`src/design/pidc_pkg.sv`:
```
`timescale 1ns / 1ps
// ----------------------------------------------------------------------------
// pidc_pkg - shared types and constants for the clamped PID controller
// Item, result and configuration beat layouts, register indices and the
// fixed-point format of the gains.
// ----------------------------------------------------------------------------
package pidc_pkg;

    // Fixed-point position of the Q8.8 gains
    localparam int GAIN_FRAC_BITS = 8;

    localparam int ERR_W   = 16;
    localparam int GAIN_W  = 16;
    localparam int LIMIT_W = 15;
    localparam int DRIVE_W = 16;
    localparam int DIFF_W  = ERR_W + 1;
    localparam int REG_W   = 3;

    localparam int DEF_QUEUE_DEPTH = 4;

    // Item kinds
    localparam logic KIND_SAMPLE = 1'b0;
    localparam logic KIND_CLEAR  = 1'b1;

    // Register indices
    localparam logic [REG_W-1:0] REG_GAIN_P    = 3'd0;
    localparam logic [REG_W-1:0] REG_GAIN_I    = 3'd1;
    localparam logic [REG_W-1:0] REG_GAIN_D    = 3'd2;
    localparam logic [REG_W-1:0] REG_INT_LIMIT = 3'd3;
    localparam logic [REG_W-1:0] REG_OUT_MAX   = 3'd4;

    localparam logic [LIMIT_W-1:0] RST_INT_LIMIT = 15'd100;
    localparam logic [DRIVE_W-1:0] RST_OUT_MAX   = 16'd10000;

    typedef struct packed {
        logic                     kind;
        logic signed [ERR_W-1:0]  error_in;
    } t_in_item;

    typedef struct packed {
        logic [DRIVE_W-1:0] drive_out;
    } t_out_item;

    typedef struct packed {
        logic [REG_W-1:0]  reg_idx;
        logic [15:0]       wdata;
    } t_cfg_wr;

    // Work handed from the front end to the back end
    typedef struct packed {
        logic signed [ERR_W-1:0]  err;
        logic signed [ERR_W-1:0]  integ;
        logic signed [DIFF_W-1:0] diff;
    } t_job;

endpackage

```
`src/design/pidc_front.sv`:
```
`timescale 1ns / 1ps
// ----------------------------------------------------------------------------
// pidc_front - item intake and controller state
// Takes input beats, applies clear items, updates the saturating integral
// and the previous error, and queues sample work for the back end.
// ----------------------------------------------------------------------------
module pidc_front (
    input  logic                                i_clk,
    input  logic                                i_rst_n,
    input  logic                                i_in_valid,
    input  pidc_pkg::t_in_item                  i_in_data,
    output logic                                o_in_ready,
    input  logic [pidc_pkg::LIMIT_W-1:0]        i_int_limit,
    input  logic                                i_q_full,
    output logic                                o_push,
    output pidc_pkg::t_job                      o_job
);
    import pidc_pkg::*;

    logic signed [ERR_W-1:0]  r_integ, n_integ;
    logic signed [ERR_W-1:0]  r_last,  n_last;
    logic signed [ERR_W:0]    acc_raw;
    logic signed [ERR_W:0]    lim_pos;
    logic signed [ERR_W:0]    lim_neg;
    logic signed [ERR_W:0]    acc_sat;
    logic                     accept;

    assign o_in_ready = !i_q_full;
    assign accept     = i_in_valid && o_in_ready;

    assign acc_raw = {r_integ[ERR_W-1], r_integ} + {i_in_data.error_in[ERR_W-1], i_in_data.error_in};
    assign lim_pos = {2'b00, i_int_limit};
    assign lim_neg = -lim_pos;

    always_comb begin
        if (acc_raw > lim_pos) begin
            acc_sat = lim_pos;
        end else if (acc_raw < lim_neg) begin
            acc_sat = lim_neg;
        end else begin
            acc_sat = acc_raw;
        end
    end

    always_comb begin
        n_integ = r_integ;
        n_last  = r_last;
        if (accept) begin
            if (i_in_data.kind == KIND_CLEAR) begin
                n_integ = '0;
                n_last  = '0;
            end else begin
                n_integ = acc_sat[ERR_W-1:0];
                n_last  = i_in_data.error_in;
            end
        end
    end

    always_ff @(posedge i_clk) begin
        if (!i_rst_n) begin
            r_integ <= '0;
            r_last  <= '0;
        end else begin
            r_integ <= n_integ;
            r_last  <= n_last;
        end
    end

    assign o_push      = accept && (i_in_data.kind == KIND_SAMPLE);
    assign o_job.err   = i_in_data.error_in;
    assign o_job.integ = acc_sat[ERR_W-1:0];
    assign o_job.diff  = {i_in_data.error_in[ERR_W-1], i_in_data.error_in}
                       - {r_last[ERR_W-1], r_last};

endmodule

```
`config.mk`:
```
export PLATFORM = sky130hd
export DESIGN_NAME = pidc_front
export DESIGN_NICKNAME = d
export VERILOG_FILES = /design/src/design/pidc_pkg.sv /design/src/design/pidc_front.sv
export SDC_FILE = /design/constraint.sdc
export NUM_CORES = 1
export LEC_CHECK = 0
export BUFFER_PORTS_ARGS = -buffer_cell sky130_fd_sc_hd__buf_2
export CORE_ASPECT_RATIO = 1.75
export CORE_MARGIN = 2
export CORE_UTILIZATION = 50
export CTS_CLUSTER_DIAMETER = 50
export DETAILED_ROUTE_END_ITERATION = 7
export GPL_TIMING_DRIVEN = 0
export PLACE_DENSITY = 0.76
export SETUP_SLACK_MARGIN = 0.3
export SLEW_MARGIN = 10
export SYNTH_ARGS = -nofsm -noshare
export SYNTH_HDL_FRONTEND = slang
export SYNTH_SLANG_ARGS = --single-unit
```
`constraint.sdc`:
```
create_clock -name i_clk -period 5.6 [get_ports i_clk]
set_input_delay 0.56 -clock i_clk [delete_from_list [all_inputs] [get_ports i_clk]]
set_output_delay 0.56 -clock i_clk [all_outputs]
set_load 0.05 [all_outputs]
```
* Word-level counts from Yosys, hierarchy flattened
Index checks and enable logic that the tools add are counted.
Storage, ports and cells: bits of input ports 36, flip-flop bits (word level) 32, output and inout bits 51, logic and storage cells 15
Operators by class: multiplexer cells 4, magnitude comparators 2, reduce and logical (&&, ||, !) cells 3, add/sub/neg operators 3, bitwise logic cells 1
Operators with widths (number):
- $mux 16 | 4
- $add 16x16->17 | 1
- $gt 17x16->1 | 1
- $lt 17x17->1 | 1
- $neg 15->17 | 1
- $sub 16x16->17 | 1
- $logic_and 1x1->1 | 2
- $logic_not 1->1 | 1
- $not 1->1 | 1

* Longest topological paths before layout
depth in word-level cells 5, mapped depth 22, mapped depth without buffers 19

* Worst setup path after synthesis
OpenSTA, ideal clock, no wires.
kind input to output, start input i_in_data[0] (netlist bit), end output o_job[32] (netlist bit), path slack 0.139 ns, arrival time 4.901 ns, stages on the path 22, data required time 5.040 ns, buffers on the path 4, cells stage by stage ha_1 -> inv_1 -> fa_1 -> nand2b_1 -> a21oi_1 -> o21ai_2 -> o211ai_2 -> a2111o_1 -> and3_4 -> buf_6 -> clkinv_1 -> buf_2 -> ha_1 -> nor2b_1 -> a31oi_1 -> a2111oi_0 -> nor2_1 -> clkbuf_1 -> clkbuf_1 -> nor2_1 -> a21oi_1 -> nor2_1
RTL lines:
- start: declaration | line pidc_front.sv:11 | input pidc_pkg::t_in_item i_in_data,
- end: declaration | line pidc_front.sv:16 | output pidc_pkg::t_job o_job

==> run_results.csv <==
group,metric,value,unit
status,status,"finished, final reports clean",
global_routing,grt_pass1_wl,23200,um
sta,maxSlewHeadroom,57.3,%
yosys,avgSynthCellArea,7.37,um^2
yosys,synth.largest_area_cell,"ha_1",
clock_network,tritoncts,"yes",
setup_path,cp.required,5040,ps
global_routing,antenna_found_initial,0,
die,num_rows,46,
yosys,syn_inst,620,
setup_path,reg2reg_to,"r_integ[5]",
setup_path,critPathMaxFanout,10,
yosys,synth_ff_type,"dfxtp_1",
layout,diodes,0,
drt,first_pass_iters,5,
clock_network,htreeDepth,2,
yosys,ys_top_cells_by_area,"ha_1, dfxtp_1, a21oi_1",
yosys,synth-async-reset-ratio,0,%
sta,setup_viol,0,
die,die_w,76.3,um
setup_path,r2r_slack,1080,ps
sta,fin_crit,5230,ps
layout,drive_gt1_share,26.1,%
clock_network,clockRootBuffer,"clkbuf_16",
yosys,ys_seq_area_share,14.0,%
sta,period_share,93.4,%
hold_path,hp-class,"register to register",
yosys,synth_top_area_share,17.2,%
sta,fmax,191,MHz
sta,holdWs,468,ps
drt,via_count,5106,
hold_path,hold_depth,2,
yosys,yosys.cell_types.count,64,
global_routing,grt_pass1_vias,5038,
drt,drt_iter0_drc,256,
power_and_ir_drop,ir_drop,0.248,mV
yosys,synth-edff-count,0,
power_and_ir_drop,fin_total_pwr,1790,uW
setup_path,max_stage_delay,470,ps
clock_network,cts_made_buffers,5,
sta,rsz0062_at_grt,"true",
layout,syn_to_final_growth,28.3,%
setup_path,critPathKind,"input pin to output pin",
setup_path,critical-path-slowest-cell,"a2111o_1",
drt,finalWirelength,14800,um
setup_path,reg2reg_depth,19,
clock_network,postCtsHoldBufs,0,
global_routing,grt_usage,29.0,%
hold_path,worstHoldStart,"r_integ[15]",
die,coreArea,0.00898,mm^2
job,maxCapViolations,0,
placement,place_congestion,0.935,
sta,hold_viol_final,0,
yosys,synth_nets,721,
layout,fill_cells,794,
sta,slew_violations,0,
yosys,ys_seq_elements,32,
setup_path,crit_chain,"buf_2, ha_4, a2111o_1, o21ai_4, o211ai_2, a2111o_1, and3_4, buf_6, inv_8, buf_8, ha_4, nor2b_4, a31oi_4, a2111oi_4, nor2_4, clkbuf_8, clkbuf_4, o22ai_1, o2bb2ai_1, buf_2",
setup_path,reg2reg_from,"r_integ[5]",
placement,portBuffers,83,
drt,antenna_left,0,
yosys,syn_area,0.00457,mm^2
hold_path,hold_end,"r_integ[15]",
global_routing,grt-ovfl-total,0,
drt,vias_per_cell,6.01,
setup_path,cp-startpoint,"i_in_data[5]",
drt,drc,0,
setup_path,critPathCaptureType,"output pin",
global_routing,grt_max_degree,11,
die,die_h,130,um
clock_network,clock_path_buffers,2,
clock_network,clkLatencyLatePin,280,ps
drt,routedWlPerCell,17.5,um
placement,dp_hpwl,11600,um
sta,tightest_slew,638,ps
die,initial_core_util,50.9,%
power_and_ir_drop,leakagePower,0.00258,uW
setup_path,worstPathArrival,4670,ps
layout,nNetsFinal,829,
die,io_pins,87,
die,fp.dieArea,0.00995,mm^2
setup_path,critPathLaunchType,"input pin",
yosys,yosysWarnings,0,
power_and_ir_drop,power.density,306,mW/mm^2
clock_network,clkTransAtPathRegs,50,ps
sta,fin_skew,1.27,ps
clock_network,cts_num_sinks,32,
synthesized netlist by cell type (3+ instances only):
cell,count
a22o_1,4
buf_2,3
nor3b_1,14
a21oi_1,53
o22ai_1,8
a32oi_1,10
a31oi_1,4
o2bb2ai_1,7
clkbuf_1,22
a22oi_1,3
a21boi_0,3
o31ai_1,6
and2_1,9
nor2_1,35
o21ai_0,20
inv_1,51
nor2b_1,23
and3_1,8
a21o_1,12
xnor2_1,29
a221oi_1,3
a211o_1,4
nand3_1,19
nand2b_1,4
xor2_1,8
nand2_1,39
dfxtp_1,32
or2_2,4
or4_1,7
ha_1,63
or3_1,9
nand3b_1,3
a211oi_1,5
buf_4,16
nand4_1,12
nor3_1,30
cell usage in the layout (no fill, tap or decap), drive strengths merged, types with 3 or more instances in the layout:
cell type	Yosys	layout
a21oi	55	55
nor2	35	35
and3	9	9
inv	51	52
or4	7	7
o211ai	3	3
o2bb2ai	7	7
a21boi	3	3
or3	9	9
o21ai	21	21
ha	63	63
o22ai	8	8
nand3	19	19
a32oi	10	10
nor2b	23	23
a221oi	3	3
o31ai	6	6
xor2	8	8
and2	10	10
a21o	12	12
nand3b	3	3
a22oi	3	3
a211o	4	4
nand2b	4	4
nand2	39	39
a22o	4	4
a31oi	4	4
nor3b	14	14
clkbuf	22	31
dfxtp	32	32
or2	4	4
a211oi	5	5
xnor2	29	29
nor3	30	30
nand4	12	12
buf	21	121
where the power goes:
part	total [uW]	leakage [uW]	switching, uW	internal [uW]
sequential	250	0.000260	8.77	241
clock	273	0.0000712	95.8	177
combinational	1270	0.00225	815	456
worst max-delay path by stage:
stage	to	slack, ps	cells after the start
3_3_place_gp	o_job[31]	-860	23
5_1_grt	o_job[26]	230	20
3_5_place_dp	o_job[31]	-920	23
6_report	o_job[20]	370	20
2_1_floorplan	o_job[18]	300	21
4_1_cts	o_job[21]	300	20
worst max-delay path, delay by kind of cell:
family	cells	cell delay, ps
AO/OA/AOI/OAI	8	1970
adder cells (fa/ha/maj)	2	490
buffers and inverters	7	1220
AND/OR/NAND/NOR	3	410
registers in the layout, indices dropped and copies added (netlist names):
signal / flops
r_integ: 16
r_last: 16
timing repair:
action,CTS,global route
setup endpoints to repair,28,16
gates cloned,0,2
pin swaps,11,14
resized for setup,46,52
setup buffers,8,8
area by class of cell:
cell class	instances	area [um^2]	area share (%)
Buffer	43	285	4.86
Clock buffer	8	146	2.50
Inverter	52	203	3.45
Multi-Input combinational cell	493	3830	65.3
Sequential cell	32	641	10.9
Tap cell	120	150	2.56
Timing Repair Buffer	101	611	10.4
logic make-up (layout without fill, tap and decap cells):
group | count (synthesis) | in the layout | share of synthesized area (%)
adders and majority gates | 65 | 65 | 18.1
AOI/OAI and AO/OA | 164 | 164 | 24.3
xor gates and xnor gates | 37 | 37 | 7.09
buffers and inverters | 95 | 204 | 9.52
DFF | 32 | 32 | 14.0
and+or+nand+nor | 224 | 224 | 26.3
muxes | 3 | 3 | 0.684
stage by stage:
stage | instance area (um^2) | TNS, ps | worst slack (ps) | utilization [%] | instances
2_1_floorplan | 4610 | 0 | 304 | - | 620
3_3_place_gp | 5170 | -10410 | -863 | 57.6 | 823
3_5_place_dp | 5170 | -11740 | -921 | 57.6 | 823
4_1_cts | 5590 | 0 | 304 | 62.2 | 839
5_1_grt | 5870 | 0 | 226 | 65.3 | 849
6_report | 5870 | 0 | 369 | 65.3 | 849
routing by layer:
layer | vias to the layer above | part of all wire (%) | track usage [%]
met2 | 223 | 53 | 56.1
met4 | 0 | 6.6 | 20.3
met3 | 67 | 5.0 | 2.95
li1 | 2463 | - | -
met5 | - | 0 | 0
met1 | 2353 | 35 | 29.1
No activity file was read; power rests on OpenSTA's default activity.
