<file path="config.mk">
export PLATFORM = sky130hd
export DESIGN_NAME = pidc_back
export DESIGN_NICKNAME = d
export VERILOG_FILES = /design/src/design/pidc_pkg.sv /design/src/design/pidc_back.sv
export SDC_FILE = /design/constraint.sdc
export NUM_CORES = 2
export LEC_CHECK = 0
export BUFFER_PORTS_ARGS = -buffer_cell sky130_fd_sc_hd__buf_4
export CELL_PAD_IN_SITES_DETAIL_PLACEMENT = 1
export CELL_PAD_IN_SITES_GLOBAL_PLACEMENT = 1
export CORE_UTILIZATION = 35
export DETAILED_ROUTE_END_ITERATION = 8
export HOLD_SLACK_MARGIN = 0.1
export PLACE_DENSITY = 0.65
export SLEW_MARGIN = 20
export SYNTH_ARGS = -nofsm -noshare
export SYNTH_HDL_FRONTEND = slang
export SYNTH_SLANG_ARGS = --single-unit
</file>
<file path="constraint.sdc">
create_clock -name i_clk -period 17 [get_ports i_clk]
set_input_delay 3.4 -clock i_clk [delete_from_list [all_inputs] [get_ports i_clk]]
set_output_delay 3.4 -clock i_clk [all_outputs]
set_load 0.005 [all_outputs]
</file>
<file path="src/design/pidc_pkg.sv">
`timescale 1ns / 1ps
// ----------------------------------------------------------------------------
// pidc_pkg - shared types and constants for the clamped PID controller
// Item, result and configuration beat layouts, register indices and the
// fixed-point format of the gains.
// ----------------------------------------------------------------------------
package pidc_pkg;

    // Fixed-point position of the Q8.8 gains
    localparam int GAIN_FRAC_BITS = 8;

    localparam int ERR_W   = 16;
    localparam int GAIN_W  = 16;
    localparam int LIMIT_W = 15;
    localparam int DRIVE_W = 16;
    localparam int DIFF_W  = ERR_W + 1;
    localparam int REG_W   = 3;

    localparam int DEF_QUEUE_DEPTH = 4;

    // Item kinds
    localparam logic KIND_SAMPLE = 1'b0;
    localparam logic KIND_CLEAR  = 1'b1;

    // Register indices
    localparam logic [REG_W-1:0] REG_GAIN_P    = 3'd0;
    localparam logic [REG_W-1:0] REG_GAIN_I    = 3'd1;
    localparam logic [REG_W-1:0] REG_GAIN_D    = 3'd2;
    localparam logic [REG_W-1:0] REG_INT_LIMIT = 3'd3;
    localparam logic [REG_W-1:0] REG_OUT_MAX   = 3'd4;

    localparam logic [LIMIT_W-1:0] RST_INT_LIMIT = 15'd100;
    localparam logic [DRIVE_W-1:0] RST_OUT_MAX   = 16'd10000;

    typedef struct packed {
        logic                     kind;
        logic signed [ERR_W-1:0]  error_in;
    } t_in_item;

    typedef struct packed {
        logic [DRIVE_W-1:0] drive_out;
    } t_out_item;

    typedef struct packed {
        logic [REG_W-1:0]  reg_idx;
        logic [15:0]       wdata;
    } t_cfg_wr;

    // Work handed from the front end to the back end
    typedef struct packed {
        logic signed [ERR_W-1:0]  err;
        logic signed [ERR_W-1:0]  integ;
        logic signed [DIFF_W-1:0] diff;
    } t_job;

endpackage

</file>
<file path="src/design/pidc_back.sv">
`timescale 1ns / 1ps
// ----------------------------------------------------------------------------
// pidc_back - gain products, scaling and output clamp
// Stage 1 forms the three gain products, stage 2 sums, rescales and clamps
// into the output register.
// ----------------------------------------------------------------------------
module pidc_back (
    input  logic                                i_clk,
    input  logic                                i_rst_n,
    input  logic                                i_q_valid,
    input  pidc_pkg::t_job                      i_job,
    output logic                                o_pop,
    input  logic signed [pidc_pkg::GAIN_W-1:0]  i_gain_p,
    input  logic signed [pidc_pkg::GAIN_W-1:0]  i_gain_i,
    input  logic signed [pidc_pkg::GAIN_W-1:0]  i_gain_d,
    input  logic [pidc_pkg::DRIVE_W-1:0]        i_out_max,
    output logic                                o_out_valid,
    input  logic                                i_out_ready,
    output logic [pidc_pkg::DRIVE_W-1:0]        o_drive
);
    import pidc_pkg::*;

    localparam int PP_W  = GAIN_W + ERR_W;
    localparam int PD_W  = GAIN_W + DIFF_W;
    localparam int SUM_W = PD_W + 2;

    logic                     r_s1_vld;
    logic signed [PP_W-1:0]   r_prod_p;
    logic signed [PP_W-1:0]   r_prod_i;
    logic signed [PD_W-1:0]   r_prod_d;
    logic                     r_out_vld;
    logic [DRIVE_W-1:0]       r_drive, n_drive;

    logic                     out_en;
    logic                     s1_en;
    logic signed [SUM_W-1:0]  sum;
    logic signed [SUM_W-1:0]  scaled;
    logic signed [SUM_W-1:0]  max_ext;

    assign out_en = !r_out_vld || i_out_ready;
    assign s1_en  = !r_s1_vld || out_en;
    assign o_pop  = i_q_valid && s1_en;

    always_ff @(posedge i_clk) begin
        if (s1_en) begin
            r_prod_p <= i_gain_p * i_job.err;
            r_prod_i <= i_gain_i * i_job.integ;
            r_prod_d <= i_gain_d * i_job.diff;
        end
    end

    assign sum = SUM_W'(r_prod_p) + SUM_W'(r_prod_i) + SUM_W'(r_prod_d);
    // arithmetic shift gives floor division by the gain scale
    assign scaled  = sum >>> GAIN_FRAC_BITS;
    assign max_ext = $signed({{(SUM_W - DRIVE_W){1'b0}}, i_out_max});

    always_comb begin
        if (scaled[SUM_W-1]) begin
            n_drive = '0;
        end else if (scaled > max_ext) begin
            n_drive = i_out_max;
        end else begin
            n_drive = scaled[DRIVE_W-1:0];
        end
    end

    always_ff @(posedge i_clk) begin
        if (out_en && r_s1_vld) begin
            r_drive <= n_drive;
        end
    end

    always_ff @(posedge i_clk) begin
        if (!i_rst_n) begin
            r_s1_vld  <= 1'b0;
            r_out_vld <= 1'b0;
        end else begin
            if (s1_en) begin
                r_s1_vld <= i_q_valid;
            end
            if (out_en) begin
                r_out_vld <= r_s1_vld;
            end
        end
    end

    assign o_out_valid = r_out_vld;
    assign o_drive     = r_drive;

endmodule

</file>
======== Yosys cells after proc, flatten, opt, wreduce, memory -nomap -nowiden ========
Cells that the tools add are included.
storage, ports and cells
  register bits after elaboration ......... 115
  bits of input ports ..................... 117
  output and inout bits ................... 18
  word-level logic and storage cells ...... 19
operators by class
  $add $sub $neg .......................... 2
  $mul .................................... 3
  magnitude comparators ................... 1
  muxes and demuxes ....................... 1
  reduce and logical (&&, ||, !) cells .... 6
operators by type and width
  kind               count
  $mul 16x16->32     2
  $add 33x33->34     1
  $add 32x32->33     1
  $mul 16x17->33     1
  $gt 26x17->1       1
  $mux 16            1
  $logic_and 1x1->1  2
  $logic_not 1->1    2
  $logic_or 1x1->1   2

======== Depth between registers and ports, before layout ========
  word-level depth ........................ 4
  gate-level depth with buffers ........... 26
  depth with buffers taken out ............ 25

======== Worst setup path after synthesis ========
No wires, ideal clock.
  kind .................................... input to output
  from .................................... input i_out_ready
  to ...................................... output o_pop
  data arrival time ....................... 6.032 ns
  required time ........................... 13.600 ns
  slack ................................... 7.568 ns
  stages on the path ...................... 3
  buffers on the path ..................... 0
  path through ............................ nor2b_1 > nand2_1 > and2_1
on the way
  cells in the longest elaborated chain, start to end .. 3
RTL lines
  element             RTL line         source
  start: declaration  pidc_back.sv:18  input logic i_out_ready,
  $logic_or 1x1->1    pidc_back.sv:40  assign out_en = !r_out_vld || i_out_ready;
  $logic_or 1x1->1    pidc_back.sv:41  assign s1_en = !r_s1_vld || out_en;
  $logic_and 1x1->1   pidc_back.sv:42  assign o_pop = i_q_valid && s1_en;
  end: declaration    pidc_back.sv:12  output logic o_pop,
Every way passes these cells.

======== Final worst setup path ========
  from .................................... input i_job[8] (netlist bit)
  to ...................................... register r_prod_d[29] (data pin)
on the way
  cells in the longest elaborated chain, start to end .. 1
RTL lines
  element                 RTL line         source
  start: declaration      pidc_back.sv:11  input pidc_pkg::t_job i_job,
  $mul 16x17->33          pidc_back.sv:48  r_prod_d <= i_gain_d * i_job.diff;
  end signal: assignment  pidc_back.sv:48
  end: declaration        pidc_back.sv:30  logic signed [PD_W-1:0] r_prod_d;
Every way passes these cells.
A chain may end at the register's enable or synchronous reset.

==> results.tsv <==
stage	metric	value	unit
placed_design	Port Buffer Count	134	
floorplanning	starting density of the core	0.354	
min_path	Min-Delay Endpoint	o_out_valid$_SDFFE_PN0P_	
finish	Reg area	3430	sq um
critical_path	R2R cell count	21	
sta	Worst Tran Pin Value	0.897	ns
sta	min cycle time layout	9.51	ns
floorplanning	io pins	135	
route	via-per-instance ratio	4.79	
min_path	WHS Path Cells	1	
critical_path	RR Endpoint	o_drive[8]$_SDFFCE_PN0P_	
clocking	post-CTS setup buffers	0	
route	drt initial violations	1026	
yosys	Avg Inst Size Synth	9.62	sq um
floorplanning	core area	102000	sq um
grt	vias in the first global route	28100	
route	Detailed Routing Iterations Pass 1	7	
sta	Final Max Tran Viols	0	
critical_path	worst-path maximum fanout	16	
yosys	Yosys cell types	76	
critical_path	CP Class	in -> reg	
finish	footprint of the multi-input gates	28700	sq um
floorplanning	Rows	117	
run	Max-cap violations	0	
grt	first-pass GRT wire length	154000	microns
clocking	CTS sink cnt	115	
grt	initial antenna violation count	5	
yosys	mapped cell area	36100	sq um
route	vias	24800	
clocking	Clock Latency Late Sink	0.43	ns
clocking	Max Root-Sink Buffers	2	
floorplanning	Die Span Y	323	microns
placed_design	placed cell areas	38400	sq um
yosys	top_reg_cell synth	edfxtp_1	
min_path	Min-Delay Startpoint	r_s1_vld$_SDFFE_PN0N_	
yosys	Post-synth ARST share	0	
min_path	HP Class	reg -> reg	
placed_design	gpl congestion	0.832	
critical_path	Startpoint Class	primary input	
critical_path	WP data arrival	9.68	ns
floorplanning	Die Area	105000	sq um
finish	commonest non-fill, non-tap cell in the layout	inv_1	
critical_path	Reg2Reg Launch Point	r_prod_d[8]$_DFFE_PN_	
sta	Final Setup Violations	0	
yosys	Post-Syn Nets	5000	
clocking	Hold Buf Count CTS	0	
yosys	post-synthesis cell count	3755	
grt	grt met1 use	0.258	
clocking	Clock Tree Root	clkbuf_16	
route	DRT Wirelength	94300	microns
sta	Final Skew	0.00703	ns
finish	Area Overhead vs Synth	8.11	%
yosys	Yosys reg bits	115	
clocking	Clk pin slew, worst setup/hold paths	0.05	ns
finish	fillers	11700	
yosys	count of flip-flops with a built-in enable after synthesis	113	
sta	crit share post-route	0.560	
floorplanning	Die Wd	323	microns
finish	layout cells sized above 1	0.0493	
critical_path	Reg2Reg Setup Slack	10.57	ns
route	post-route ant nets	0	
finish	Util after Layout	0.383	
route	drt wl/cell	18.2	microns
clocking	Post-CTS Resized	0	
sta	Final Hold Viols	0	
sta	Final TNS setup	0	ns
route	drt drc	0	
grt	GR peak layer	met2	
clocking	cts bufs inserted	17	
sta	max_slew headroom	0.398	
sta	achievable frequency	105	MHz
clocking	CTS tree	done	
grt	met2 Usage GRT	0.331	
grt	Overall Global Routing Usage	0.189	
critical_path	Setup crit end kind	flop	
placed_design	Post-DP HPWL	79200	microns
grt	grt total ovfl	0	
yosys	sequential area share after synthesis	0.0950	
status	run status	completed	
sta	unrepaired setup endpoints after global routing	false	
finish	fin area	39100	sq um
finish	final net count	5047	
grt	largest net degree at the start of global routing	54	
yosys	synth warn	0	
grt	GR Util met3	0.0150	
critical_path	CP Data Required Time	17.16	ns
clocking	H-tree depth	4	
finish	most frequent cells in the layout	inv_1, fa_1, nand2_1	
[stage by stage]
step           hold WS (ns)  std cells  setup slack, ns
2_1_floorplan         0.477       3755             7.57
3_5_place_dp          0.569       5151             7.05
3_3_place_gp          0.557       5151             7.18
6_report              0.585       5184             7.49
4_1_cts               0.590       5183             7.45
5_1_grt               0.620       5183             7.03
[cell usage after synthesis (3+ instances only)]
cell type | number | area (sq um)
nor4b_1 | 3 | 26.3
o211ai_1 | 5 | 37.5
or2_2 | 3 | 18.8
o32ai_1 | 3 | 26.3
edfxtp_1 | 113 | 3390
a21o_1 | 45 | 338
clkbuf_1 | 102 | 383
nand3_1 | 24 | 120
o31ai_1 | 10 | 75.1
o21ai_0 | 47 | 235
a211oi_1 | 9 | 67.6
o41ai_1 | 3 | 26.3
o21bai_1 | 14 | 105
or3_1 | 6 | 37.5
nor2_1 | 95 | 357
o2111ai_1 | 3 | 26.3
inv_1 | 941 | 3530
fa_1 | 832 | 16700
and3_1 | 8 | 50.1
xnor2_1 | 101 | 885
nand4_1 | 18 | 113
xor2_1 | 23 | 201
ha_1 | 296 | 3700
a21boi_0 | 6 | 45.0
a2111oi_0 | 3 | 26.3
nor3_1 | 28 | 140
a31oi_1 | 8 | 50.1
o21a_1 | 22 | 165
nor4_1 | 5 | 31.3
nand2_1 | 397 | 1490
o221ai_1 | 3 | 26.3
nand2b_1 | 20 | 125
nor2b_1 | 9 | 56.3
and2_1 | 382 | 2390
mux2i_1 | 4 | 40.0
a31o_2 | 4 | 35.0
a21oi_1 | 106 | 531
o21ai_1 | 4 | 20.0
[routing by layer]
metal | share of wire | vias up
li1 | - | 11300
met1 | 0.45 | 13100
met2 | 0.51 | 359
met3 | 0.028 | 68
met4 | 0.012 | 2
met5 | 0.00013 | -
[cells by family (layout without fill, tap and decap cells)]
logic type               after synthesis  after routing  share of synthesized area
adder cells (fa/ha/maj)             1128           1128                      0.563
buffers and inverters               1049           1109                      0.110
AND/OR/NAND/NOR                     1009           1009                      0.140
AO/OA/AOI/OAI                        325            325                     0.0603
XOR/XNOR                             125            125                     0.0305
flip-flops                           115            115                     0.0950
multiplexers                           4              4                    0.00111
other                                  0              1                          0
[how the worst max path moves through the flow]
stage / slack (ns) / startpoint / end / cells past startpoint
floorplan: 7.57 / i_out_ready / o_pop / 3
detailed placement: 7.05 / i_job[8] / r_prod_d[29]$_DFFE_PN_ / 23
finish: 7.49 / i_job[8] / r_prod_d[29]$_DFFE_PN_ / 23
global placement: 7.18 / i_job[8] / r_prod_d[29]$_DFFE_PN_ / 23
CTS: 7.45 / i_job[8] / r_prod_d[29]$_DFFE_PN_ / 23
global route: 7.03 / i_job[24] / r_prod_i[31]$_DFFE_PN_ / 24
[worst max-delay path, stage by stage]
cell and delay [ns]:
buf_4 0.17, and2_1 0.19, fa_1 0.54, inv_1 0.06, fa_1 0.46, fa_1 0.53, inv_1 0.07, fa_1 0.50
fa_1 0.50, inv_1 0.05, fa_1 0.47, inv_1 0.04, ha_1 0.34, a21o_1 0.20, a21o_1 0.20, a21o_1 0.19
a31oi_2 0.28, o21ai_1 0.16, a2111oi_0 0.44, nor3_1 0.16, a21boi_0 0.37, o21ai_0 0.17, xor2_1 0.17
[final cells by class]
type                            count  share of cell area
Multi-Input combinational cell   2591               0.736
Inverter                          941              0.0904
Sequential cell                   115              0.0879
Tap cell                         1368              0.0438
Timing Repair Buffer              136              0.0261
Clock buffer                       18              0.0110
Clock inverter                     14             0.00474
Antenna cell                        1           0.0000641
[state kept, by name, indices dropped and copies added, names as in the netlist]
register and flops:
r_s1_vld 1, o_drive 16, o_out_valid 1, r_prod_i 32, r_prod_p 32, r_prod_d 33
Power is left out: the tool's default activity adds up to more than one toggle a clock period on the data nets, which glitch-free logic cannot reach.
