`config.mk`:
```
export PLATFORM = sky130hd
export DESIGN_NAME = pidc_queue
export DESIGN_NICKNAME = d
export VERILOG_FILES = /design/src/design/pidc_pkg.sv /design/src/design/pidc_queue.sv
export SDC_FILE = /design/constraint.sdc
export NUM_CORES = 1
export LEC_CHECK = 0
export BUFFER_PORTS_ARGS = -buffer_cell sky130_fd_sc_hd__buf_2
export CORE_UTILIZATION = 38
export CTS_BUF_LIST = sky130_fd_sc_hd__clkbuf_16
export DETAILED_ROUTE_END_ITERATION = 12
export GPL_TIMING_DRIVEN = 0
export PLACE_DENSITY = 0.66
export SLEW_MARGIN = 10
export SYNTH_ARGS = -nofsm -noshare
export SYNTH_HDL_FRONTEND = slang
export SYNTH_SLANG_ARGS = --single-unit
```
`constraint.sdc`:
```
create_clock -name i_clk -period 2.6 [get_ports i_clk]
set_input_delay 0.52 -clock i_clk [delete_from_list [all_inputs] [get_ports i_clk]]
set_output_delay 0.52 -clock i_clk [all_outputs]
set_load 0.005 [all_outputs]
```
`src/design/pidc_pkg.sv`:
```
`timescale 1ns / 1ps
// ----------------------------------------------------------------------------
// pidc_pkg - shared types and constants for the clamped PID controller
// Item, result and configuration beat layouts, register indices and the
// fixed-point format of the gains.
// ----------------------------------------------------------------------------
package pidc_pkg;

    // Fixed-point position of the Q8.8 gains
    localparam int GAIN_FRAC_BITS = 8;

    localparam int ERR_W   = 16;
    localparam int GAIN_W  = 16;
    localparam int LIMIT_W = 15;
    localparam int DRIVE_W = 16;
    localparam int DIFF_W  = ERR_W + 1;
    localparam int REG_W   = 3;

    localparam int DEF_QUEUE_DEPTH = 4;

    // Item kinds
    localparam logic KIND_SAMPLE = 1'b0;
    localparam logic KIND_CLEAR  = 1'b1;

    // Register indices
    localparam logic [REG_W-1:0] REG_GAIN_P    = 3'd0;
    localparam logic [REG_W-1:0] REG_GAIN_I    = 3'd1;
    localparam logic [REG_W-1:0] REG_GAIN_D    = 3'd2;
    localparam logic [REG_W-1:0] REG_INT_LIMIT = 3'd3;
    localparam logic [REG_W-1:0] REG_OUT_MAX   = 3'd4;

    localparam logic [LIMIT_W-1:0] RST_INT_LIMIT = 15'd100;
    localparam logic [DRIVE_W-1:0] RST_OUT_MAX   = 16'd10000;

    typedef struct packed {
        logic                     kind;
        logic signed [ERR_W-1:0]  error_in;
    } t_in_item;

    typedef struct packed {
        logic [DRIVE_W-1:0] drive_out;
    } t_out_item;

    typedef struct packed {
        logic [REG_W-1:0]  reg_idx;
        logic [15:0]       wdata;
    } t_cfg_wr;

    // Work handed from the front end to the back end
    typedef struct packed {
        logic signed [ERR_W-1:0]  err;
        logic signed [ERR_W-1:0]  integ;
        logic signed [DIFF_W-1:0] diff;
    } t_job;

endpackage

```
`src/design/pidc_queue.sv`:
```
`timescale 1ns / 1ps
// ----------------------------------------------------------------------------
// pidc_queue - short job queue
// Circular buffer that decouples the front end from the back end.
// ----------------------------------------------------------------------------
module pidc_queue #(
    parameter int DEPTH = pidc_pkg::DEF_QUEUE_DEPTH
) (
    input  logic            i_clk,
    input  logic            i_rst_n,
    input  logic            i_push,
    input  pidc_pkg::t_job  i_job,
    output logic            o_full,
    input  logic            i_pop,
    output logic            o_valid,
    output pidc_pkg::t_job  o_job
);
    import pidc_pkg::*;

    localparam int AW = (DEPTH > 1) ? $clog2(DEPTH) : 1;
    localparam int CW = $clog2(DEPTH + 1);

    t_job            r_mem [DEPTH];
    logic [AW-1:0]   r_wptr, n_wptr;
    logic [AW-1:0]   r_rptr, n_rptr;
    logic [CW-1:0]   r_cnt,  n_cnt;
    logic            do_push;
    logic            do_pop;

    assign o_full  = (r_cnt == CW'(DEPTH));
    assign o_valid = (r_cnt != '0);
    assign o_job   = r_mem[r_rptr];
    assign do_push = i_push && !o_full;
    assign do_pop  = i_pop && o_valid;

    always_comb begin
        n_wptr = r_wptr;
        n_rptr = r_rptr;
        n_cnt  = r_cnt;
        if (do_push) begin
            n_wptr = (r_wptr == AW'(DEPTH - 1)) ? '0 : r_wptr + 1'b1;
        end
        if (do_pop) begin
            n_rptr = (r_rptr == AW'(DEPTH - 1)) ? '0 : r_rptr + 1'b1;
        end
        if (do_push && !do_pop) begin
            n_cnt = r_cnt + 1'b1;
        end else if (do_pop && !do_push) begin
            n_cnt = r_cnt - 1'b1;
        end
    end

    always_ff @(posedge i_clk) begin
        if (!i_rst_n) begin
            r_wptr <= '0;
            r_rptr <= '0;
            r_cnt  <= '0;
        end else begin
            r_wptr <= n_wptr;
            r_rptr <= n_rptr;
            r_cnt  <= n_cnt;
        end
    end

    always_ff @(posedge i_clk) begin
        if (do_push) begin
            r_mem[r_wptr] <= i_job;
        end
    end

endmodule

```
* Word-level counts from Yosys, hierarchy flattened
Memories as Yosys holds them, arrays and structs flattened. A register that Yosys moved wholly into a read port is not among the register bits.
Cells that the tools add are included.
** Storage, ports and cells
- Register bits after elaboration :: 7
- RAM bits :: 196
- Input bits :: 53
- Output and inout bits :: 51
- Logic and storage cells :: 28
- Memories :: 1
** Cells by class
- Add/subtract/negate cells :: 4
- Equality and inequality tests :: 3
- Multiplexer cells :: 8
- Reductions and logical operators :: 9
** Memories
- r_mem :: words 4, bits a word 49, rd ports 1, clocked after memory_dff 1, write ports 1, line pidc_queue.sv:23 : t_job r_mem [DEPTH];
** Operators with widths (count)
- $mux 2 :: 4
- $mux 3 :: 2
- $add 2x1->2 const B :: 2
- $eq 2x2->1 const B :: 2
- $logic_and 1x1->1 :: 4
- $add 3x1->3 const B :: 1
- $eq 3x3->1 const B :: 1
- $logic_not 1->1 :: 3
- $reduce_bool 3->1 :: 1
- $sub 3x1->3 const B :: 1
- $mux 1 :: 2
- $reduce_bool 2->1 :: 1

* Longest topological paths before layout
Gate-level depths: netlist of run 1.
- Depth after elaboration :: 7
- Gate-level depth with buffers :: 9
- Depth with buffers taken out :: 8

* Worst setup path before layout of run 1
No wires, ideal clock.
- Kind :: input to register
- Start :: input i_push
- End :: memory r_mem[1][0] (netlist bit), enable pin
- Setup time :: 0.412 ns
- Data arrival time :: 2.074 ns
- Required time :: 2.188 ns
- Path slack :: 0.114 ns
- Cell stages on the path :: 3
- Path buffers :: 1
- Path through :: nor2b_1 > clkbuf_1 > and2_1
** Between the ends
- Cells in the longest elaborated chain, start to end :: 3
** RTL lines
- start, declared :: line pidc_queue.sv:11 : input logic i_push,
- $logic_and 1x1->1 :: line pidc_queue.sv:33 : assign do_push = i_push && !o_full;
- net do_push :: line pidc_queue.sv:27 : logic do_push;
- $mux 1 :: line pidc_queue.sv:66 : if (do_push) begin
- $mux 1 (not written as such) :: line pidc_queue.sv:67 : r_mem[r_wptr] <= i_job;
- end, declared :: line pidc_queue.sv:23
The timed path passes the listed nets, and every way through them passes these cells.

* Final worst setup path of run 1
- Start :: register r_cnt[0]
- End :: register r_cnt[2]
** Between the ends
- Cells in the longest elaborated chain, start to end :: 6
- Elaborated cells between the ends (all ways) :: 14
- Those cells by class :: add/sub (2); eq/ne (1); mux (2); reduce/logical (9)
** RTL lines
- start, declared :: line pidc_queue.sv:26 : logic [CW-1:0] r_cnt, n_cnt;
- start signal, assigned :: line pidc_queue.sv:61 : r_cnt <= n_cnt;
- branches (longest 6 deep; another with $sub 3x1->3)
Several ways; the timed one is not identified. The select of a mux whose other input is x is not followed.
A chain may end at the register's enable or synchronous reset.

==> out/results.tsv, run 1 <==
stage	metric	value	unit
pwr	Comb pwr share	21.0	%
cells_and_area	Final Util	46.7	%
cells_and_area	Layout area overhead	20.1	%
sta	final worst path period share	93.8	%
sta	Clock Skew	14.2	ps
floorplan	full die area	20500	um2
global_routing	GRT Util Overall	13.3	%
cells_and_area	fraction of layout cells with a size suffix above 1	43.5	%
worst_setup_path	Worst setup EP type	register	
cells_and_area	Finished Cell Area	9090	um2
worst_hold_path	Hold Crit Start	i_job[33]	
global_routing	total gr overflow	0	
sta	worst-margin pin slew	800	ps
detailed_routing	final WL	13300	um
pwr	Switching Power	0.00216	W
sta	RSZ-0062 raised after global routing	false	
logic_synthesis	Synth Register Bits	205	
cells_and_area	# nets final	494	
worst_setup_path	crit path launch	r_cnt[0]	
logic_synthesis	register area share after synthesis	80.2	%
clocking	cts hold-fix bufs	0	
detailed_routing	DR DRC count	0	
worst_setup_path	Worst setup SP type	register	
job	max-cap violation count	0	
pwr	switching share of power	24.6	%
sta	worst rel slew slack	46.6	%
worst_hold_path	Hold Crit Class	input pin to register	
sta	Final Hold Viols	0	
clocking	Bufs on Longest Clock Path	3	
worst_setup_path	Worst R2R Path Depth	7	
floorplan	Die X	143	um
worst_setup_path	WP data arrival	2850	ps
logic_synthesis	mean post-synth cell area	24.6	um2
global_routing	initial antenna violation count	0	
logic_synthesis	synth warn	0	
worst_setup_path	Critical Path RT	3010	ps
detailed_routing	DR pass1 iterations	4	
detailed_routing	vias per cell	4.85	
detailed_routing	DRT iter0 DRCs	171	
floorplan	Die H	143	um
cells_and_area	# diodes	0	
worst_setup_path	R2R setup slack	160	ps
pwr	sequential power share	47.0	%
pwr	total design power	0.00879	W
detailed_routing	via count	3460	
detailed_routing	antenna-violating nets left	0	
placed_design	GPL Wtd Cong	0.646	
pwr	Cell Pwr Density	967	nW/um2
status	status	complete, no violations	
clocking	H-tree level count	1	
logic_synthesis	Mapped Cells	307	
placed_design	PortBufs	103	
logic_synthesis	Syn Nets	367	
detailed_routing	WL/cell	18.7	um
sta	Max Freq	410	MHz
floorplan	core area	19500	um2
clocking	Num Clock Sinks	205	
worst_setup_path	worst reg2reg path startpoint	r_cnt[0]	
floorplan	initial core utilization	38.9	%
cells_and_area	number of fill cells in the layout	1644	
worst_setup_path	FF-to-FF End	r_cnt[2]	
clocking	CTS buffer count	22	
floorplan	Row Count	51	
global_routing	largest net degree at the start of global routing	50	
worst_setup_path	crit path to	r_cnt[2]	
global_routing	number of global-route vias before repair	3756	
worst_setup_path	kind of critical path	register to register	
clocking	Reg clk slew, reported paths	60	ps
placed_design	dpl cell area	8420	um2
logic_synthesis	cell area after synthesis	7570	um2
logic_synthesis	Synth cell types	26	
pwr	Max VDD drop	658	uV
global_routing	first-pass GRT wire length	20300	um
sta	Slew Viols, Final	0	
placed_design	dpl hpwl	7780	um
pwr	clock network power share	32.0	%
sta	final number of setup-violating endpoints	0	
clocking	Clock Latency Late Sink	500	ps
pwr	LEAKAGE	3.11	nW
clocking	clock root cell	clkbuf_16	
sta	crit path time final	2440	ps
floorplan	# IOs	104	
worst_setup_path	worst-path maximum fanout	5	
clocking	CTS tree	built	
clocking	Setup Fix Bufs, Post-CTS	0	
pwr	internal power	0.00663	W
==> kinds of logic (layout without fill, tap and decap cells) <==
logic type	after synthesis	in the layout	share of synthesized area, %
flip-flops	205	205	80.2
adder cells (fa/ha/maj)	7	7	1.26
AO/OA/AOI/OAI	5	5	0.397
buffers and inverters	16	157	1.50
multiplexers	52	52	15.1
XOR/XNOR	2	2	0.232
AND/OR/NAND/NOR	20	20	1.37
==> sequential cells by signal (all words and copies together) (netlist names), named ones only <==
signal,count
r_mem,196
r_cnt,3
r_rptr,2
r_wptr,2
==> power by group through the flow <==
| stage | clock (W) | sequential, W | combinational [W] |
|---|---|---|---|
| after floorplan | 0 | 0.00417 | 0.00119 |
| after global placement | 0 | 0.00420 | 0.00185 |
| after detailed placement | 0 | 0.00420 | 0.00190 |
| after CTS | 0.00289 | 0.00414 | 0.00191 |
| after global routing | 0.00302 | 0.00416 | 0.00202 |
| final | 0.00282 | 0.00413 | 0.00184 |
==> stage by stage <==
stage                     instances  setup slack, ps  hold WS (ps)  TNS (ps)
after CTS                       713             78.6           212         0
final                           713              160           235         0
after global placement          675            -1030           476   -197050
after detailed placement        675             74.3           519         0
after floorplan                 307              114           468         0
after global routing            713             17.2           211         0
==> layout make-up <==
class	instances	area, um2	share of cell area (%)
buffer	13	110	1.21
clock buffer	22	551	6.06
clock inverter	16	109	1.20
inverter	3	11.3	0.124
multi-input combinational	86	1400	15.4
sequential	205	6070	66.7
tap	265	332	3.65
timing repair buffer	103	515	5.67
==> layout by cell type (no fill, tap or decap) <==
master,count
edfxtp_1,196
buf_2,107
mux4_2,47
clkbuf_16,22
inv_1,10
dfxtp_1,9
nand2_1,6
ha_1,6
buf_4,4
and2_4,4
clkinv_2,4
mux2i_1,3
o21ai_0,3
nor2b_1,2
buf_12,2
mux4_1,2
or3_1,2
nor2_1,2
nand3_1,2
clkinv_1,2
nor3b_1,1
clkbuf_2,1
buf_6,1
o31ai_1,1
clkbuf_1,1
xnor2_1,1
and2_1,1
xor2_1,1
a21boi_0,1
fa_1,1
clkinv_8,1
bufinv_16,1
clkinv_4,1
==> Yosys cell counts <==
library cell / count / area, um2
buf_2: 2 / 10.0
fa_1: 1 / 20.0
buf_4: 3 / 22.5
dfxtp_1: 9 / 180
xnor2_1: 1 / 8.76
mux4_1: 2 / 52.6
ha_1: 6 / 75.1
nor2_1: 2 / 7.51
nor2b_1: 2 / 12.5
clkbuf_1: 2 / 7.51
edfxtp_1: 196 / 5890
o21ai_0: 3 / 15.0
inv_1: 3 / 11.3
nand3_1: 2 / 10.0
a21boi_0: 1 / 7.51
buf_12: 2 / 40.0
xor2_1: 1 / 8.76
buf_6: 1 / 11.3
mux4_2: 47 / 1060
nand2_1: 6 / 22.5
and2_1: 5 / 31.3
or3_1: 2 / 12.5
nor3b_1: 1 / 7.51
mux2i_1: 3 / 30.0
buf_1: 3 / 11.3
o31ai_1: 1 / 7.51
==> critical path, cell delays in order, from the launching register on <==
cell	delay, ps
dfxtp_1	370
o31ai_1	580
ha_1	310
inv_1	60
fa_1	380
xor2_1	180
or3_1	300
a21boi_0	180
==> worst min path at each step <==
stage	end	depth (start not counted)
after floorplan	r_wptr[1]	2
after global placement	r_wptr[1]	2
after detailed placement	r_wptr[1]	2
after CTS	r_mem[0][33]	1
after global routing	r_mem[0][33]	1
final	r_mem[0][33]	1
==> metal layers <==
metal,wire [um],up-vias,track usage (%)
li1,-,1539,-
met1,5440,1792,16.4
met2,6780,107,23.2
met3,885,22,3.15
met4,240,0,3.79
met5,0,-,0
==> repair_timing <==
action / CTS / global route
pin swaps: 0 / 0
hold endpoints to repair: 0 / 0
setup endpoints to repair: 27 / 1
resized for setup: 4 / 2
Power figures use the tool's default switching activity.
==> inputs of run 2 (changes only) <==
CELL_PAD_IN_SITES_DETAIL_PLACEMENT = 2   (was unset)
CELL_PAD_IN_SITES_GLOBAL_PLACEMENT = 2   (was unset)
PLACE_DENSITY = 0.79   (was 0.66)
==> out/results.tsv, run 2 (synthesized netlist as in run 1, its figures left out) <==
stage	metric	value	unit	change
detailed_routing	DR pass1 iterations	4		unchanged
pwr	total design power	0.00900	W	+2.4%
worst_setup_path	Buf/Inv on CP	4		+3
cells_and_area	most common library cell in the layout ignoring fill and taps	edfxtp_1		
worst_setup_path	kind of critical path	register to primary output		
detailed_routing	final WL	16600	um	+24%
status	status	complete, no violations		
clocking	Bufs on Longest Clock Path	3		unchanged
worst_hold_path	Hold Crit Class	input pin to register		
cells_and_area	most frequent cells in the layout	edfxtp_1 (196), buf_2 (105), mux4_2 (47)		
clocking	Reg clk slew, reported paths	60	ps	about the same
floorplan	Row Count	51		unchanged
clocking	CTS buffer count	23		+4.5%
worst_setup_path	crit-path cells	buf_6, buf_12, buf_12, mux4_2, buf_2		
clocking	CTS tree	built		
placed_design	PortBufs	103		unchanged
pwr	Cell Pwr Density	980	nW/um2	+1.4%
sta	final worst path period share	94.9	%	+1.0 points
floorplan	full die area	20500	um2	unchanged
cells_and_area	Regs by FF count	r_mem (196), r_cnt (3)		
cells_and_area	# diodes	0		unchanged
global_routing	first-pass GRT wire length	24700	um	+22%
cells_and_area	Layout area overhead	21.4	%	
global_routing	largest net degree at the start of global routing	50		unchanged
sta	crit path time final	2470	ps	+27.0 ps
detailed_routing	DR DRC count	0		unchanged
sta	Final Hold Viols	0		unchanged
cells_and_area	Reg with most FFs	r_mem		
cells_and_area	fraction of layout cells with a size suffix above 1	44.0	%	+0.50 points
worst_setup_path	kind of cell adding the most delay to the critical path	buffers and inverters		
worst_setup_path	most used cell, CP	buf_12		
global_routing	initial antenna violation count	1		+1
global_routing	GRT Util Overall	16.8	%	+3.5 points
floorplan	Die X	143	um	unchanged
clocking	clock root cell	clkbuf_16		
floorplan	initial core utilization	38.9	%	unchanged
job	max-cap violation count	0		unchanged
cells_and_area	max FFs per register	196		unchanged
placed_design	dpl hpwl	10800	um	+39%
detailed_routing	DRT iter0 DRCs	201		+18%
placed_design	dpl cell area	8500	um2	+0.89%
floorplan	core area	19500	um2	unchanged
worst_setup_path	worst-path maximum fanout	10		+5
detailed_routing	WL/cell	23.1	um	+24%
global_routing	number of global-route vias before repair	4167		+11%
worst_setup_path	CP max stage delay	520	ps	-60 ps
placed_design	GPL Wtd Cong	0.668		+3.4%
floorplan	Die H	143	um	unchanged
sta	Clock Skew	13.1	ps	-1.08 ps
clocking	H-tree level count	1		unchanged
clocking	Clock Latency Late Sink	500	ps	about the same
sta	worst rel slew slack	46.7	%	+0.072 points
sta	Max Freq	405	MHz	-1.1%
global_routing	total gr overflow	0		unchanged
sta	Slew Viols, Final	0		unchanged
cells_and_area	# nets final	498		+0.81%
worst_setup_path	Slowest-stage cell, CP	mux4_2		
worst_setup_path	Worst setup EP type	primary output		
clocking	Setup Fix Bufs, Post-CTS	0		unchanged
sta	RSZ-0062 raised after global routing	false		
clocking	Num Clock Sinks	205		unchanged
detailed_routing	antenna-violating nets left	0		unchanged
worst_setup_path	Critical Path RT	2080	ps	-930 ps
worst_setup_path	WP data arrival	1950	ps	-900 ps
cells_and_area	Finished Cell Area	9190	um2	+1.0%
floorplan	# IOs	104		unchanged
detailed_routing	vias per cell	4.90		+0.99%
sta	worst-margin pin slew	799	ps	-1.09 ps
worst_setup_path	Worst setup SP type	register		
pwr	LEAKAGE	3.13	nW	+0.72%
sta	final number of setup-violating endpoints	0		unchanged
detailed_routing	via count	3514		+1.6%
pwr	Max VDD drop	384	uV	-42%
[run 2: cell types whose count changed in the layout (fill, tap and decap cells not counted), sizes merged]
cell	delta
buf	+1
inv	-3
clkinv	+3
clkbuf	+3
[run 2: per-layer routing]
layer	share of wire [%]	GRT usage, %
met5	0.10	0
met4	1.9	5.21
met3	4.5	3.15
met2	55	31.7
met1	38	18.9
[run 2: layout make-up]
cell class	count	area (um2)
buffer	13	113
fill	1715	10300
tap	265	332
multi-input combinational	86	1400
clock buffer	23	576
clock inverter	16	96.3
inverter	3	11.3
sequential	205	6070
timing repair buffer	106	591
[run 2: path summary, 6_finish.rpt]
kind / start / to / slack [ps] / depth (start not counted)
setup reg to reg: r_cnt[0] / r_cnt[2] / 290 / 9
hold / removal: i_job[12] / r_mem[0][12] / 230 / 1
hold reg to reg: r_wptr[1] / r_wptr[1] / 520 / 2
setup / recovery: register / o_job[20] / 130 / 5
[run 2: power breakdown]
group	switching [W]	internal (W)
clock	0.00122	0.00169
sequential	0.000131	0.00403
combinational	0.000929	0.00101
total	0.00228	0.00673
[run 2: metrics by stage]
step	setup slack [ps]	std cells	hold slack [ps]	setup TNS (ps)	util (%)
finish	133	717	232	0	47.2
global route	32.1	717	214	0	47.2
CTS	34.4	717	210	0	47.1
detailed placement	65.8	678	523	0	43.7
global placement	-1080	675	476	-207710	43.2
floorplan	114	307	468	0	-
[run 2: repair_timing]
item                       CTS  global route
pin swaps                    0             0
gates cloned                 0             0
setup endpoints to repair   29            13
hold buffers                 0             0
gates resized for setup      3             5
==> inputs of run 3 (changes only) <==
PLACE_DENSITY = unset   (was 0.79)
PLACE_DENSITY_LB_ADDON = 0.1   (was unset)
clock period = 2.9 ns   (was 2.6 ns; I/O delays follow)
==> out/results.tsv, run 3 (synthesized netlist as in run 1, its figures left out) <==
stage	metric	value	unit	change
sta	Final Hold Viols	0		unchanged
sta	final number of setup-violating endpoints	0		unchanged
detailed_routing	DRT iter0 DRCs	168		-16%
sta	worst rel slew slack	52.7	%	+6.0 points
sta	RSZ-0062 raised after global routing	false		
detailed_routing	final WL	15300	um	-7.5%
global_routing	total gr overflow	0		unchanged
pwr	LEAKAGE	3.12	nW	-0.30%
cells_and_area	max FFs per register	196		unchanged
pwr	Max VDD drop	403	uV	+4.9%
worst_setup_path	worst-path maximum fanout	10		unchanged
worst_setup_path	Worst setup EP type	primary output		
global_routing	first-pass GRT wire length	23600	um	-4.6%
detailed_routing	vias per cell	4.90		about the same
worst_setup_path	Worst R2R Path Depth	7		-2
worst_setup_path	WP data arrival	2040	ps	+90 ps
cells_and_area	most common library cell in the layout ignoring fill and taps	edfxtp_1		
floorplan	core area	19500	um2	unchanged
floorplan	full die area	20500	um2	unchanged
worst_hold_path	Hold Crit Start	i_job[10]		
placed_design	GPL Wtd Cong	0.639		-4.3%
clocking	Reg clk slew, reported paths	60	ps	about the same
detailed_routing	via count	3529		+0.43%
clocking	Num Clock Sinks	205		unchanged
floorplan	# IOs	104		unchanged
worst_setup_path	worst reg2reg path startpoint	r_cnt[0]		
clocking	cts hold-fix bufs	0		unchanged
worst_hold_path	Hold Path Sink	r_mem[2][10]		
floorplan	Die X	143	um	unchanged
sta	worst-margin pin slew	709	ps	-90.5 ps
sta	setup ws final	282	ps	+148 ps
sta	hold_ws	301	ps	+69.6 ps
floorplan	initial core utilization	38.9	%	unchanged
pwr	total design power	0.00802	W	-11%
placed_design	dpl cell area	8510	um2	+0.15%
cells_and_area	Finished Cell Area	9190	um2	about the same
clocking	CTS tree	built		
worst_setup_path	R2R setup slack	430	ps	+140 ps
cells_and_area	Regs by FF count	r_mem (196), r_cnt (3)		
floorplan	Die H	143	um	unchanged
global_routing	largest net degree at the start of global routing	38		-24%
detailed_routing	DR pass1 iterations	4		unchanged
global_routing	initial antenna violation count	1		unchanged
clocking	CTS buffer count	23		unchanged
sta	Slew Viols, Final	0		unchanged
detailed_routing	antenna-violating nets left	0		unchanged
cells_and_area	Final Util	47.2	%	about the same
sta	crit path time final	2620	ps	
sta	final worst path period share	90.3	%	
placed_design	PortBufs	103		unchanged
cells_and_area	most frequent cells in the layout	edfxtp_1 (196), buf_2 (105), mux4_2 (47)		
cells_and_area	fraction of layout cells with a size suffix above 1	42.1	%	-2.0 points
worst_setup_path	Critical Path RT	2320	ps	+240 ps
worst_setup_path	Worst setup SP type	register		
pwr	Cell Pwr Density	873	nW/um2	-11%
clocking	post-cts sizing count	0		-3
sta	Clock Skew	7.78	ps	-5.34 ps
clocking	Bufs on Longest Clock Path	3		unchanged
detailed_routing	WL/cell	21.3	um	-7.9%
cells_and_area	Reg with most FFs	r_mem		
clocking	clock root cell	clkbuf_16		
worst_hold_path	Hold Crit Class	input pin to register		
detailed_routing	DR DRC count	0		unchanged
global_routing	GRT Util Overall	15.7	%	-1.1 points
worst_setup_path	kind of critical path	register to primary output		
worst_setup_path	FF-to-FF End	r_cnt[2]		
cells_and_area	# nets final	499		+0.20%
clocking	Clock Latency Late Sink	490	ps	about the same
status	status	complete, no violations		
job	max-cap violation count	0		unchanged
sta	Max Freq	382	MHz	
placed_design	dpl hpwl	9560	um	-11%
floorplan	Row Count	51		unchanged
worst_hold_path	worst hold path depth	1		unchanged
global_routing	number of global-route vias before repair	3987		-4.3%
placed_design	DP Worst Slack	363	ps	+297 ps
clocking	Setup Fix Bufs, Post-CTS	0		unchanged
cells_and_area	Layout area overhead	21.4	%	about the same
clocking	H-tree level count	1		unchanged
[run 3: worst max path at each step]
stage	from	endpoint	slack, ps	cells after the start
3_5_place_dp	i_push	r_cnt[2]	360	9
4_1_cts	register	o_job[19]	200	4
2_1_floorplan	i_push	r_mem[1][0]	350	3
5_1_grt	register	o_job[19]	160	4
6_report	register	o_job[26]	280	4
3_3_place_gp	i_push	r_mem[1][5]	-950	4
[run 3: cell type report]
| class | count | area [um2] |
|---|---|---|
| plain buffers | 13 | 103 |
| diodes | 1 | 2.50 |
| clock inverters | 17 | 95.1 |
| clock buffers | 23 | 576 |
| well taps | 265 | 332 |
| inverters | 3 | 11.3 |
| multi-input cells | 86 | 1400 |
| fillers | 1765 | 10300 |
| flip-flops and latches | 205 | 6070 |
| repair buffers | 107 | 603 |
[run 3: power breakdown]
group	internal, W	switching, W	total, W	leakage [nW]
clock	0.00151	0.00109	0.00260	0.344
combinational	0.000898	0.000818	0.00172	0.907
sequential	0.00361	0.000101	0.00371	1.87
[run 3: through the flow]
stage / std cells / setup TNS [ps]
3_3_place_gp: 675 / -185370
6_report: 720 / 0
2_1_floorplan: 307 / 0
5_1_grt: 719 / 0
3_5_place_dp: 679 / 0
4_1_cts: 719 / 0
[run 3: routing by layer]
| layer | GRT usage, % | up-vias | wire (um) |
|---|---|---|---|
| met2 | 27.2 | 76 | 7830 |
| li1 | - | 1571 | - |
| met1 | 20.1 | 1856 | 6560 |
| met5 | 0 | - | 0 |
| met4 | 4.36 | 0 | 346 |
| met3 | 2.95 | 26 | 592 |
[run 3: critical path, cell delays in order, from the launching register on]
cell and delay [ps]:
dfxtp_1 380, buf_2 300, buf_2 350, mux4_2 370, buf_2 150
